<file path="config.mk">
export PLATFORM = sky130hd
export DESIGN_NAME = ijm_ctrl
export DESIGN_NICKNAME = d
export VERILOG_FILES = /design/src/rtl/core/ijm_pkg.sv /design/src/rtl/core/ijm_ctrl.sv
export SDC_FILE = /design/constraint.sdc
export NUM_CORES = 1
export LEC_CHECK = 0
export ABC_AREA = 1
export BUFFER_PORTS_ARGS = -buffer_cell sky130_fd_sc_hd__buf_4
export CAP_MARGIN = 10
export CELL_PAD_IN_SITES_DETAIL_PLACEMENT = 1
export CELL_PAD_IN_SITES_GLOBAL_PLACEMENT = 1
export CORE_MARGIN = 2
export CORE_UTILIZATION = 37
export CTS_BUF_LIST = sky130_fd_sc_hd__clkbuf_8
export DETAILED_ROUTE_END_ITERATION = 8
export MAX_ROUTING_LAYER = met4
export PLACE_DENSITY = 0.86
export SETUP_SLACK_MARGIN = 0.15
export SLEW_MARGIN = 20
export SYNTH_ARGS = -nofsm -noshare
export SYNTH_HDL_FRONTEND = slang
export SYNTH_SLANG_ARGS = --single-unit
</file>
<file path="constraint.sdc">
create_clock -name clk_i -period 1.6 [get_ports clk_i]
set_input_delay 0.16 -clock clk_i [delete_from_list [all_inputs] [get_ports clk_i]]
set_output_delay 0.16 -clock clk_i [all_outputs]
set_load 0.01 [all_outputs]
</file>
<file path="src/rtl/core/ijm_pkg.sv">
// Shared types and constants of the interval jitter monitor.
// No dependencies; used by scoped names in the top, ctrl, datapath and checker.
`timescale 1ns / 1ps

package ijm_pkg;

  localparam int unsigned THR_W      = 24;
  localparam logic [THR_W-1:0] THR_RESET = 24'd500;
  localparam int unsigned OUT_W      = 32;
  localparam int unsigned SAMPLES_W  = 7;
  localparam int unsigned FRAC_W     = 8;   // Q.8 outputs
  localparam int unsigned VAR_FRAC_W = 16;  // variance carried with 16 fraction bits
  localparam int unsigned SQRT_IN_W  = 64;
  localparam int unsigned SQRT_OUT_W = 32;

  typedef enum logic [9:0] {
    S_IDLE = 10'b0000000001,
    S_RD   = 10'b0000000010,
    S_MUL  = 10'b0000000100,
    S_ACC  = 10'b0000001000,
    S_PROD = 10'b0000010000,
    S_DIFF = 10'b0000100000,
    S_DST  = 10'b0001000000,
    S_DIV  = 10'b0010000000,
    S_SQRT = 10'b0100000000,
    S_DONE = 10'b1000000000
  } state_e;

  typedef struct packed {
    logic accept;
    logic rd_old;
    logic mul;
    logic acc;
    logic prod;
    logic diff;
    logic div_start;
    logic sqrt_start;
    logic load_out;
  } cmd_t;

  typedef struct packed {
    logic primed;
    logic result_ok;
    logic div_busy;
    logic sqrt_busy;
    logic out_free;
  } status_t;

endpackage

</file>
<file path="src/rtl/core/ijm_ctrl.sv">
// Sequencer of the interval jitter monitor: one-hot state machine.
// Depends on ijm_pkg.
`timescale 1ns / 1ps

module ijm_ctrl (
  input  logic             clk_i,
  input  logic             rst_ni,
  input  logic             in_valid_i,
  output logic             in_ready_o,
  input  ijm_pkg::status_t status_i,
  output ijm_pkg::cmd_t    cmd_o
);

  ijm_pkg::state_e state_q, state_d;
  logic            accept;

  assign in_ready_o = state_q == ijm_pkg::S_IDLE;
  assign accept     = in_valid_i && in_ready_o;

  always_comb begin
    state_d = state_q;
    cmd_o   = '0;
    case (state_q)
      ijm_pkg::S_IDLE: begin
        cmd_o.accept = accept;
        if (accept && status_i.primed) begin
          state_d = ijm_pkg::S_RD;
        end
      end
      ijm_pkg::S_RD: begin
        cmd_o.rd_old = 1'b1;
        state_d      = ijm_pkg::S_MUL;
      end
      ijm_pkg::S_MUL: begin
        cmd_o.mul = 1'b1;
        state_d   = ijm_pkg::S_ACC;
      end
      ijm_pkg::S_ACC: begin
        cmd_o.acc = 1'b1;
        state_d   = status_i.result_ok ? ijm_pkg::S_PROD : ijm_pkg::S_IDLE;
      end
      ijm_pkg::S_PROD: begin
        cmd_o.prod = 1'b1;
        state_d    = ijm_pkg::S_DIFF;
      end
      ijm_pkg::S_DIFF: begin
        cmd_o.diff = 1'b1;
        state_d    = ijm_pkg::S_DST;
      end
      ijm_pkg::S_DST: begin
        cmd_o.div_start = 1'b1;
        state_d         = ijm_pkg::S_DIV;
      end
      ijm_pkg::S_DIV: begin
        if (!status_i.div_busy) begin
          cmd_o.sqrt_start = 1'b1;
          state_d          = ijm_pkg::S_SQRT;
        end
      end
      ijm_pkg::S_SQRT: begin
        if (!status_i.sqrt_busy) begin
          state_d = ijm_pkg::S_DONE;
        end
      end
      ijm_pkg::S_DONE: begin
        if (status_i.out_free) begin
          cmd_o.load_out = 1'b1;
          state_d        = ijm_pkg::S_IDLE;
        end
      end
      default: state_d = ijm_pkg::S_IDLE;
    endcase
  end

  always_ff @(posedge clk_i or negedge rst_ni) begin
    if (!rst_ni) begin
      state_q <= ijm_pkg::S_IDLE;
    end else begin
      state_q <= state_d;
    end
  end

endmodule

</file>
# After elaboration in Yosys (flattened, before gate mapping)
# Index checks and enable logic that the tools add are counted.
word_totals:
  register_bits: 10
  out_inout_bits: 10
  word_cells: 35
classes:
  n_eq_ne: 14
  mux: 17
  reduce_logical: 3
op_table:
  columns: ["cell", "n"]
  rows:
  - ["10-bit case mux with 10 select lines", 1]
  - ["10-bit 2-to-1 mux", 4]
  - ["1-bit 2-to-1 mux", 11]
  - ["10-bit by 1-bit == test with 1-bit output (second input constant)", 1]
  - ["10-bit == test (second input constant)", 1]
  - ["10-bit by 2-bit == test with 1-bit output (second input constant)", 1]
  - ["10-bit by 3-bit == test with 1-bit output (second input constant)", 1]
  - ["10-bit by 4-bit == test with 1-bit output (second input constant)", 1]
  - ["10-bit by 5-bit == test with 1-bit output (second input constant)", 1]
  - ["10-bit by 6-bit == test with 1-bit output (second input constant)", 1]
  - ["10-bit by 7-bit == test with 1-bit output (second input constant)", 1]
  - ["10-bit by 8-bit == test with 1-bit output (second input constant)", 1]
  - ["10-bit by 9-bit == test with 1-bit output (second input constant)", 1]
  - ["2-bit inequality test (second input constant)", 3]
  - ["5-bit 2-to-1 mux", 1]
  - ["4-bit AND reduction", 1]
  - ["1-bit logical AND", 2]
  - ["2-bit by 1-bit inequality test with 1-bit output (second input constant)", 1]

# Depth between registers and ports, before layout
# Gate-level depths: netlist of the first run.
depth:
  ltp_word: 5
  depth_mapped: 8
  ltp_nobuf: 8

# Worst setup path before layout of the first run
# No wires, ideal clock.
synth_path:
  path_type: "flip-flop to flip-flop"
  startpoint: "reg state_q[5]"
  endpoint: "reg state_q[9]"
  setup_ns: 0.121
  t_arrival_ns: 1.127
  t_required_ns: 1.479
  slack_ns: 0.352
  stages_incl_launch_ff: 9
  n_path_buf: 0
  period_less_slack_ns: 1.248
  cell_sequence: "dfrtp_1 -> nor2_2 -> nand2_2 -> nor2_4 -> nand3b_1 -> nand2_2 -> nor2_2 -> nor2_1 -> nor2_1"
synth_between:
  elab_chain_len: 5
  elab_cells_between_ends: 18
synth_rtl:
  columns: ["item", "line_no", "text"]
  rows:
  - ["start: declaration", "ijm_ctrl.sv:14", "ijm_pkg::state_e state_q, state_d;"]
  - ["start signal: assignment", "ijm_ctrl.sv:77", "state_q <= ijm_pkg::S_IDLE;"]
  - ["start signal: assignment", "ijm_ctrl.sv:79", "state_q <= state_d;"]
  - ["10-bit by 1-bit == test with 1-bit output", "ijm_ctrl.sv:17, ijm_ctrl.sv:23", null]
  - ["1-bit logical AND", "ijm_ctrl.sv:18", "assign accept = in_valid_i && in_ready_o;"]
  - ["1-bit logical AND", "ijm_ctrl.sv:26", "if (accept && status_i.primed) begin"]
  - ["2-bit by 1-bit inequality test with 1-bit output (no line)", null, null]
  - ["4-bit AND reduction (no line)", null, null]
# Several ways; a longest one is shown, not always the timed one.
# A chain may end at the register's enable or synchronous reset.

# Worst setup path after layout of the first run
layout_path:
  startpoint: "reg state_q[3]"
  endpoint: "reg state_q[9]"
# The elaborated chain is that of the path after synthesis.

==> results of run 1 <==
## final cells by class
cell class	instances	area, um2	area share
well taps	25	31.3	0.0276
inverters	19	71.3	0.0629
repair buffers	33	265	0.234
clock inverters	1	3.75	0.00331
multi-input cells	67	467	0.412
clock buffers	3	41.3	0.0364
flip-flops and latches	10	254	0.224
## worst min-delay path by stage
| stage | endpoint | slack [ps] | cells past startpoint |
|---|---|---|---|
| 2_1_floorplan | state_q[1] | -140 | 0 |
| 3_3_place_gp | state_q[4] | -3 | 1 |
| 3_5_place_dp | state_q[2] | -3 | 1 |
| 4_1_cts | state_q[4] | 150 | 3 |
| 5_1_grt | state_q[4] | 160 | 3 |
| 6_report | state_q[4] | 160 | 3 |
## cells in the final DEF, fill, tap and decap left out, types with 3 or more instances in the layout
cell      netlist  final
inv_1          18     16
nand3_2         2      3
nand2_1        13      9
nand2_2         7      4
dfrtp_1         9      7
nor2_2          4      5
buf_4           0     28
nor3_1          4      3
nand2_4         0      7
nor2_4          5      9
clkbuf_8        0      3
buf_6           0      4
nor2_1         20     15
inv_2           1      4
## per-stage QoR
stage                util  setup TNS (ps)  worst slack [ps]
finish              0.657           -1.65             -1.65
global route        0.657            -320              -102
detailed placement  0.488               0               185
floorplan               -               0               352
global placement    0.488               0               227
CTS                 0.580               0              63.7
## metal layers
metal  part of all wire  routed length (um)
met5                  0                   0
met4             0.0081                  22
met3              0.025                  68
met2               0.55                1490
met1               0.42                1140
## power by group
group / total (W) / internal, W / leakage [nW] / switching [W]
sequential: 0.000380 / 0.000314 / 0.130 / 0.0000660
combinational: 0.000979 / 0.000412 / 0.470 / 0.000567
clock: 0.000287 / 0.000169 / 0.0269 / 0.000117
## what timing repair did
action | in CTS | in global routing
resized for setup | 10 | 25
pin swaps | 5 | 13
hold buffers | 1 | 0
setup endpoints to repair | 10 | 13
hold endpoints to repair | 10 | 0
buffers inserted | 10 | 5
## kinds of logic (layout without fill, tap and decap cells)
family,Yosys count,after routing,share of synthesized area
and+or+nand+nor,64,64,0.502
buffers and inverters,19,56,0.104
DFF,10,10,0.368
AOI/OAI and AO/OA,3,3,0.0256
## worst register-to-register path: cells and delay by family, from the launching register on
family        cells  cell delay (ps)
simple gates      8              920
flops             1              440
buf+inv           1              130
==> impl_results.md, run 1 <==
* Sequential element share of the synthesized area at 0.368
* LEAKAGE at 0.627 nW
* Area growth syn-to-layout at 65.9%
* Core box area at 0.00173 mm2
* CTS Buf Count at 3
* CP Capture Point: state_q[9]
* Setup slack after layout at -1.65 ps
* Crit path max-delay cell type: dfrtp_2
* Fin nets at 142
* Top Ports at 18
* Asr flop ratio synth at 1.00
* Commonest cells in the netlist: 20 x nor2_1, 18 x inv_1, 13 x nand2_1
* Clk_skew at ~3.2 ps
* Failing checks: negative setup slack
* First drt pass iteration count at 4
* Grt met3 use at 0.0346
* Starting Density at 0.396
* Most common cell type on the critical path: nor2_4
* WP depth at 9
* Worst path max stage delay at 440 ps
* R2R Path End: state_q[9]
* Placed Cells at 138
* Fin. max-slew vios at 0
* Global Route met1 Usage at 0.280
* DRT antenna net count at 0
* Initial antenna violation count at 0
* Hold Slack at 162 ps
* Cell with the most instances after synthesis: nor2_1
* Critical path data arrival time at 1730 ps
* Pin count of the biggest net entering global routing at 11
* Max Root-Sink Buffers at 2
* Port Buffers at 17
* Minimum clock period at 1600 ps
* R2R cell count at 9
* Final Cycle Share at 1.00
* WP data required at 1730 ps
* Non-Filler Instances at about 160
* Crit Path Category: reg2reg
* Post-synth EDFFs at 0
* Max FFs per register at 10
* Synth Register Bits at 10
* H-tree depth at 1
* Max_slew headroom at 0.702
* Status: finished with violations
* Met2 Use GR at 0.384
* Worst VDD drop at 0.000974 V
* GRT overflow at 0
* GRT busiest layer: met2
* CTS tree: done
* Power, Total at ~0.0016 W
* Cell count after synthesis at 96
* Worst-skew pair later-pin latency at 250 ps
* Layout cells sized above 1 at 0.564
* CP Capture Type: flop
* Die width at between 40 and 50 um
* Origin of the worst setup path: state_q[3]
* All-layer global routing usage at 0.230
* Final setup violation count at 1
* DP Wirelength at approximately 1400 um
* Start of the worst register-to-register path: state_q[3]
* Mean post-synth cell area at 7.12 um2
* Hold_sp: status_i[3]
* Synth Net Count at 104
* Yosys warning total at 0
* Synth top area share at 0.330
* First-pass GRT wire length at 3380 um
* Chip height at 47.0 um
* Clock root buffer: clkbuf_8
* Via density at around 5
* Regs by FF count: state_q: 10 flops
* Vias in the first global route at 768
* Antenna diode count at 0
* Register name with the most flops: state_q
* R2R Setup Slk at -2 ps
* Filler cells at about 210
* Num rows at 15
* Tightest Pin Transition at 444 ps
* Startpoint types: flop
* Unique masters post-synth at 17
* Hold Path Class: in2reg
* Wire length after detailed routing at around 2700 um
* Achievable frequency at 624 MHz
* Mapped Area at 683 um2
* DIE AREA at 0.00221 mm2
* CTS sink count at 10
* Most used DFF post-synth: dfrtp_1
* DR vias at approximately 800
* Unrepaired setup endpoints after global routing: yes
* Synth top area cells: dfrtp_1 33%, nor2_1 11%, inv_1 9.9%, nor2_4 8.2%, nand2_1 7.1%
* Worst path buffer plus inverter count at 1
* Placer Congestion at 0.817
* Final hold violation count at 0
* DRC errors left at 0
* Routed wire length per instance at 17.2 um
* CTS clk-pin slew, worst paths at ~50 ps
* Crit path max fanout at 6
* Iter 0 DRT Violations at 13
* Critical Path, Cell by Cell: nor2_4, nand2_4, nor2_4, buf_4, nand3_1, nand2_2, nor2_4, nor2_1, nor2_1
* Cell family with most CP delay: simple AND/OR/NAND/NOR gates
* Power density over cell area at 1450 mW/mm2
* Design area at roughly 0.0011 mm2
* Max_cap viols at 0
* Yosys top cell by area: dfrtp_1
* Cell Area, Placed at 842 um2
(Power assumes the default switching activity.)
==> run 2: changes to the inputs <==
==> constraint.sdc (replaced) <==
create_clock -name clk_i -period 1.6 [get_ports clk_i]
set_input_delay 0.16 -clock clk_i [delete_from_list [all_inputs] [get_ports clk_i]]
set_output_delay 0.16 -clock clk_i [all_outputs]
set_load 0.05 [all_outputs]
==> impl_results.md, run 2 <==
* Status: aborted with a tool error
* Stopped at: 5_1_grt
* Run Error: [ERROR DPL-0033] detailed placement checks failed during check placement.
* Synth Net Count at 104 (unchanged)
* Chip height at 47.0 um (unchanged)
* Num rows at 15 (unchanged)
* Top Ports at 18 (unchanged)
* Port Buffers at 17 (unchanged)
* Mean post-synth cell area at 7.12 um2 (unchanged)
* Yosys warning total at 0 (unchanged)
* Cell count after synthesis at 96 (unchanged)
* H-tree depth at 1 (unchanged)
* Starting Density at 0.396 (unchanged)
* Commonest cells in the netlist: 20 x nor2_1, 18 x inv_1, 13 x nand2_1
* Post-synth EDFFs at 0 (unchanged)
* Yosys top cell by area: dfrtp_1
* Sequential element share of the synthesized area at 0.368 (unchanged)
* Synth top area share at 0.330 (unchanged)
* CTS Buf Count at 3 (unchanged)
* GRT worst endpoint: cmd_o[8]
* Cell with the most instances after synthesis: nor2_1
* Max Root-Sink Buffers at 2 (unchanged)
* Synth top area cells: dfrtp_1 33%, nor2_1 11%, inv_1 9.9%, nor2_4 8.2%, nand2_1 7.1%
* Placer Congestion at 0.765 (-6.4%)
* DP Wirelength at 1410 um (+1.9%)
* CTS sink count at 10 (unchanged)
* Most used DFF post-synth: dfrtp_1
* Die width at 47.0 um (unchanged)
* Unique masters post-synth at 17 (unchanged)
* Pin count of the biggest net entering global routing at 11
* Asr flop ratio synth at 1.00 (unchanged)
* Initial antenna violation count at 0
* Worst ep type: primary output
* Pre-CTS WS at 153 ps (-32.2 ps)
* Synth Register Bits at 10 (unchanged)
* Mapped Area at 683 um2 (unchanged)
* Clock root buffer: clkbuf_8
## run 2: cell counts after synthesis
No cell type changed its count.
## run 2: timing repair
action / 4_1_cts
setup buffers: 13
hold buffers: 1
pin swaps: 13
hold endpoints to repair: 10
setup endpoints to repair: 13
gates resized for setup: 28
## run 2: cell families after synthesis
logic type | share of synthesized area
flip-flops | 0.368
AND/OR/NAND/NOR | 0.502
buffers and inverters | 0.104
AO/OA/AOI/OAI | 0.0256
## run 2: per-stage QoR
stage	cell area, um2	setup TNS [ps]	cells	hold slack (ps)
CTS	1150	0	156	139
detailed placement	872	0	138	0.845
global placement	872	0	138	-0.651
floorplan	713	-270	96	-136
==> run 3: changes to the inputs <==
Settings changed: CELL_PAD_IN_SITES_DETAIL_PLACEMENT 1 to default, CELL_PAD_IN_SITES_GLOBAL_PLACEMENT 1 to default, CORE_AREA from default to 2 2 63 65, CORE_MARGIN 2 to default, CORE_UTILIZATION 37 to default, CTS_BUF_LIST sky130_fd_sc_hd__clkbuf_8 to default, DIE_AREA from default to 0 0 65 67, MAX_ROUTING_LAYER met4 to default, PLACE_DENSITY 0.86 to default, PLACE_DENSITY_LB_ADDON from default to 0.15, SETUP_SLACK_MARGIN 0.15 to default.
==> impl_results.md, run 3 (synthesized netlist as in run 1, its figures left out) <==
* Status: complete, no violations
* CTS sink count at 10 (unchanged)
* Initial antenna violation count at 0
* Commonest cells after routing, fill and taps aside: 16 x inv_1, 16 x nor2_1, 15 x buf_4
* LEAKAGE at 0.564 nW
* Chip height at 67 um (+43%)
* Fin. max-slew vios at 0
* Startpoint types: flop
* Pin count of the biggest net entering global routing at 11
* First-pass GRT wire length at roughly 2800 um
* Placed Cells at 161 (+17%)
* All-layer global routing usage at 0.0887
* Switching fraction of total power at 0.444
* DP Wirelength at 1330 um (-5.7%)
* Crit path max fanout at 6
* Port Buffers at 17 (unchanged)
* DRC errors left at 0
* Max FFs per register at 10
* Critical Path, Cell by Cell: nor2_4, nand2_4, nor2_4, nand2_2, nor2_2, buf_6
* Hold Path Class: in2reg
* Final setup violation count at 0
* Vias in the first global route at 608
* Clock root buffer: clkbuf_8
* Max Root-Sink Buffers at 2 (unchanged)
* Iter 0 DRT Violations at 12
* First drt pass iteration count at 2
* Most common cell type on the critical path: nor2_4
* Hold Slack at 165 ps
* DRT antenna net count at 0
* Fin nets at 133
* Worst VDD drop at 0.000379 V
* Top Ports at 18 (unchanged)
* Pre-CTS WS at 180 ps (+26.7 ps)
* Net switching power at between 0.0006 and 0.0007 W
* Area growth syn-to-layout at 57.3%
* Routed wire length per instance at 9.83 um
* CTS Buf Count at 3 (unchanged)
* Starting Density at 0.189 (-0.206)
* Tightest Pin Transition at between 200 and 300 ps
* Wire length after detailed routing at approximately 1700 um
* WP data required at 1440 ps
* Worst hold path depth at 3
* WP depth at 6
* Clock power frac at 0.202
* Gate power share at 0.555
* Int Pwr at 0.000869 W
* GRT overflow at 0
* Num rows at 22 (+7)
* Layout cells sized above 1 at 0.508
* Max_slew headroom at 0.818
* Die width at 65 um (+38%)
* Via density at between 3 and 4
* H-tree depth at 1 (unchanged)
* Unrepaired setup endpoints after global routing: yes
* Worst-skew pair later-pin latency at 240 ps
* CP Capture Type: output pin
* Critical path data arrival time at 1410 ps
* CTS tree: done
* Achievable frequency at 637 MHz
* DIE AREA at about 0.0044 mm2
* Filler cells at 399
* Final Cycle Share at 0.982
* Placer Congestion at 0.721 (-5.7%)
* Max_cap viols at 0
* Antenna diode count at 0
* Worst path buffer plus inverter count at 1
* Setup slack after layout at 29.3 ps
* Worst path max stage delay at 400 ps
* Final hold violation count at 0
* CTS clk-pin slew, worst paths at 50 ps
* Cell family with most CP delay: simple AND/OR/NAND/NOR gates
* Crit Path Category: reg2out
* Regs by FF count: state_q: 10 flops
* Power density over cell area at about 1500 mW/mm2
* DR vias at 667
* Crit path max-delay cell type: dfrtp_1
* Non-Filler Instances at 172
* Minimum clock period at 1570 ps
* Seq pwr share at 0.243
* Register name with the most flops: state_q
* R2R cell count at 9
* Core box area at 0.00361 mm2
* Clk_skew at 2.83 ps
-- run 3: final cells by class --
| class | instances | area (um2) | area share |
|---|---|---|---|
| Sequential cell | 10 | 254 | 0.236 |
| Clock buffer | 4 | 55.1 | 0.0512 |
| Timing Repair Buffer | 24 | 216 | 0.201 |
| Tap cell | 48 | 60.1 | 0.0559 |
| Multi-Input combinational cell | 67 | 418 | 0.389 |
| Inverter | 19 | 71.3 | 0.0664 |
-- run 3: routing by layer --
metal,GRT usage,vias to the layer above,share of wire
li1,-,347,-
met1,0.115,306,0.46
met2,0.130,12,0.48
met3,0.0422,2,0.053
met4,0.0239,0,0.0059
met5,0,-,0
-- run 3: worst paths after layout --
check                             from  slack (ps)          to
max                         state_q[2]          30    cmd_o[8]
min                        status_i[3]         170  state_q[4]
max reg2reg                 state_q[2]         170  state_q[8]
min reg2reg                 state_q[0]         540  state_q[0]
max in group asynchronous       rst_ni        1080  state_q[0]
min in group asynchronous       rst_ni         300  state_q[7]
-- run 3: power by group through the flow --
stage                     Sequential [W]  Combinational (W)  Clock [W]
after floorplan                 0.000366           0.000570          0
after global placement          0.000373           0.000728          0
after detailed placement        0.000375           0.000724          0
after CTS                       0.000373           0.000785   0.000329
after global routing            0.000386           0.000940   0.000345
final                           0.000380           0.000867   0.000316
-- run 3: worst min-delay path, stage by stage --
cell and delay [ps]:
buf_4 110, inv_1 40, nor2_1 40
-- run 3: what timing repair did --
| action | CTS | global route |
|---|---|---|
| setup buffers | 2 | 4 |
| pin swaps | 2 | 6 |
| endpoints found under the hold margin | 10 | 0 |
| resized for setup | 12 | 11 |
| setup endpoints to repair | 7 | 10 |
| hold buffers | 1 | 0 |
-- run 3: metrics by stage --
| step | util | total power (W) | area [um2] | TNS, ps |
|---|---|---|---|---|
| 2_1_floorplan | - | 0.000936 | 703 | -270 |
| 3_3_place_gp | 0.247 | 0.00110 | 891 | 0 |
| 3_5_place_dp | 0.247 | 0.00110 | 891 | 0 |
| 4_1_cts | 0.282 | 0.00149 | 1020 | 0 |
| 5_1_grt | 0.298 | 0.00167 | 1070 | -274 |
| 6_report | 0.298 | 0.00156 | 1070 | 0 |
==> run 4: changes to the inputs <==
Clock period 1.6 ns to 1.65 ns, I/O delays scaled along.
==> impl_results.md, run 4 (synthesized netlist as in run 1, its figures left out) <==
* Top Ports at 18 (unchanged)
* H-tree depth at 1 (unchanged)
* Worst-skew pair later-pin latency at 230 ps (about the same)
* Max FFs per register at 10 (unchanged)
* Critical path data arrival time at 1440 ps (+30 ps)
* Starting Density at 0.189 (unchanged)
* CTS tree: done
* DIE AREA at 0.00436 mm2 (unchanged)
* Worst VDD drop at 0.000411 V (+8.4%)
* Clock root buffer: clkbuf_8
* Final hold violation count at 0 (unchanged)
* Placed Cells at 161 (unchanged)
* Pre-CTS WS at 217 ps (+37.4 ps)
* Routed wire length per instance at 9.55 um (-2.8%)
* Iter 0 DRT Violations at 8 (-4)
* Crit path max fanout at 6 (unchanged)
* Status: complete, no violations
* DRT antenna net count at 0 (unchanged)
* CP Capture Type: output pin
* LEAKAGE at 0.550 nW (-2.5%)
* Max_cap viols at 0 (unchanged)
* Unrepaired setup endpoints after global routing: yes
* Register name with the most flops: state_q
* Layout cells sized above 1 at 0.442 (-0.0664)
* Chip height at 67 um (unchanged)
* Port Buffers at 17 (unchanged)
* Crit Path Category: reg2out
* Origin of the worst setup path: state_q[0]
* Core box area at 0.00361 mm2 (unchanged)
* CTS clk-pin slew, worst paths at 50 ps (about the same)
* Vias in the first global route at 597 (-1.8%)
* Tightest Pin Transition at 246 ps (-25.0 ps)
* Commonest cells after routing, fill and taps aside: 18 x inv_1, 18 x nor2_1, 13 x buf_4
* Start of the worst register-to-register path: state_q[0]
* All-layer global routing usage at 0.0781 (-0.0106)
* DR vias at 669 (+0.30%)
* Num rows at 22 (unchanged)
* Fin. max-slew vios at 0 (unchanged)
* Setup TNS at 0 ps (unchanged)
* Clk_skew at 1.51 ps (-1.32 ps)
* First drt pass iteration count at 4 (+2)
* Area growth syn-to-layout at 50.0%
* Die width at 65 um (unchanged)
* Initial antenna violation count at 0 (unchanged)
* Pin count of the biggest net entering global routing at 11 (unchanged)
* Hold Path Class: in2reg
* Placer Congestion at 0.749 (+3.9%)
* Hold Slack at 164 ps (-1.80 ps)
* DP Wirelength at 1300 um (-2.3%)
* Max Root-Sink Buffers at 2 (unchanged)
* WP data required at 1480 ps (+40 ps)
* Non-Filler Instances at 168 (-2.3%)
* Final setup violation count at 0 (unchanged)
* Final Cycle Share at 0.974
* CTS sink count at 10 (unchanged)
* Achievable frequency at 623 MHz
* Antenna diode count at 0 (unchanged)
* Wire length after detailed routing at 1610 um (-5.1%)
* Regs by FF count: state_q: 10 flops
* Hold_sp: status_i[3]
* Power density over cell area at 1400 mW/mm2 (-4.0%)
* DRC errors left at 0 (unchanged)
* Via density at 3.98 (+2.7%)
* CTS Buf Count at 3 (unchanged)
* Minimum clock period at 1610 ps
* Max_slew headroom at 0.835 (+0.0168)
* GRT overflow at 0 (unchanged)
* Fin nets at 129 (-3.0%)
* Setup slack after layout at 43.7 ps (+14.4 ps)
* Startpoint types: flop
* First-pass GRT wire length at 2590 um (-9.2%)
run 4: what timing repair did:
item / CTS / global route
hold buffers: 1 / 0
pin swaps: 1 / 5
endpoints found under the setup margin: 3 / 7
buffers inserted: 1 / 1
hold endpoints to repair: 10 / 0
resized for setup: 4 / 11
run 4: final cells by class:
class	instances	area, um2
flip-flops and latches	10	253
clock buffers	4	55.1
fillers	404	2580
repair buffers	20	175
well taps	48	60.1
inverters	19	71.3
multi-input cells	67	410
run 4: per-layer routing:
layer  GRT usage  routed length (um)
met2       0.122                 767
met3      0.0389                  89
met1      0.0993                 747
met4     0.00798                   0
met5           0                   0
run 4: per-stage QoR:
step | total power (W) | instance area [um2] | util
2_1_floorplan | 0.000906 | 701 | -
3_3_place_gp | 0.00107 | 888 | 0.246
3_5_place_dp | 0.00107 | 888 | 0.246
4_1_cts | 0.00141 | 978 | 0.271
5_1_grt | 0.00153 | 1020 | 0.284
6_report | 0.00143 | 1020 | 0.284
run 4: where the power goes:
group / switching (W) / total, W / internal (W)
Sequential: 0.0000591 / 0.000362 / 0.000303
Clock: 0.0000987 / 0.000309 / 0.000210
Combinational: 0.000488 / 0.000761 / 0.000273
Total: 0.000646 / 0.00143 / 0.000786
run 4: final timing paths:
check / depth (start not counted) / slack, ps / endpoint
max in group asynchronous: 2 / 1120 / state_q[0]
hold reg to reg: 1 / 530 / state_q[5]
setup / recovery: 6 / 40 / cmd_o[5]
setup reg to reg: 8 / 240 / state_q[0]
hold / removal: 3 / 160 / state_q[4]
min in group asynchronous: 2 / 300 / state_q[4]
run 4: worst max-delay path: stages, from the launching register on:
cell,delay [ps]
dfstp_2,570
nor2_4,60
nand2_2,150
inv_2,50
nand2_1,130
inv_1,60
buf_4,190
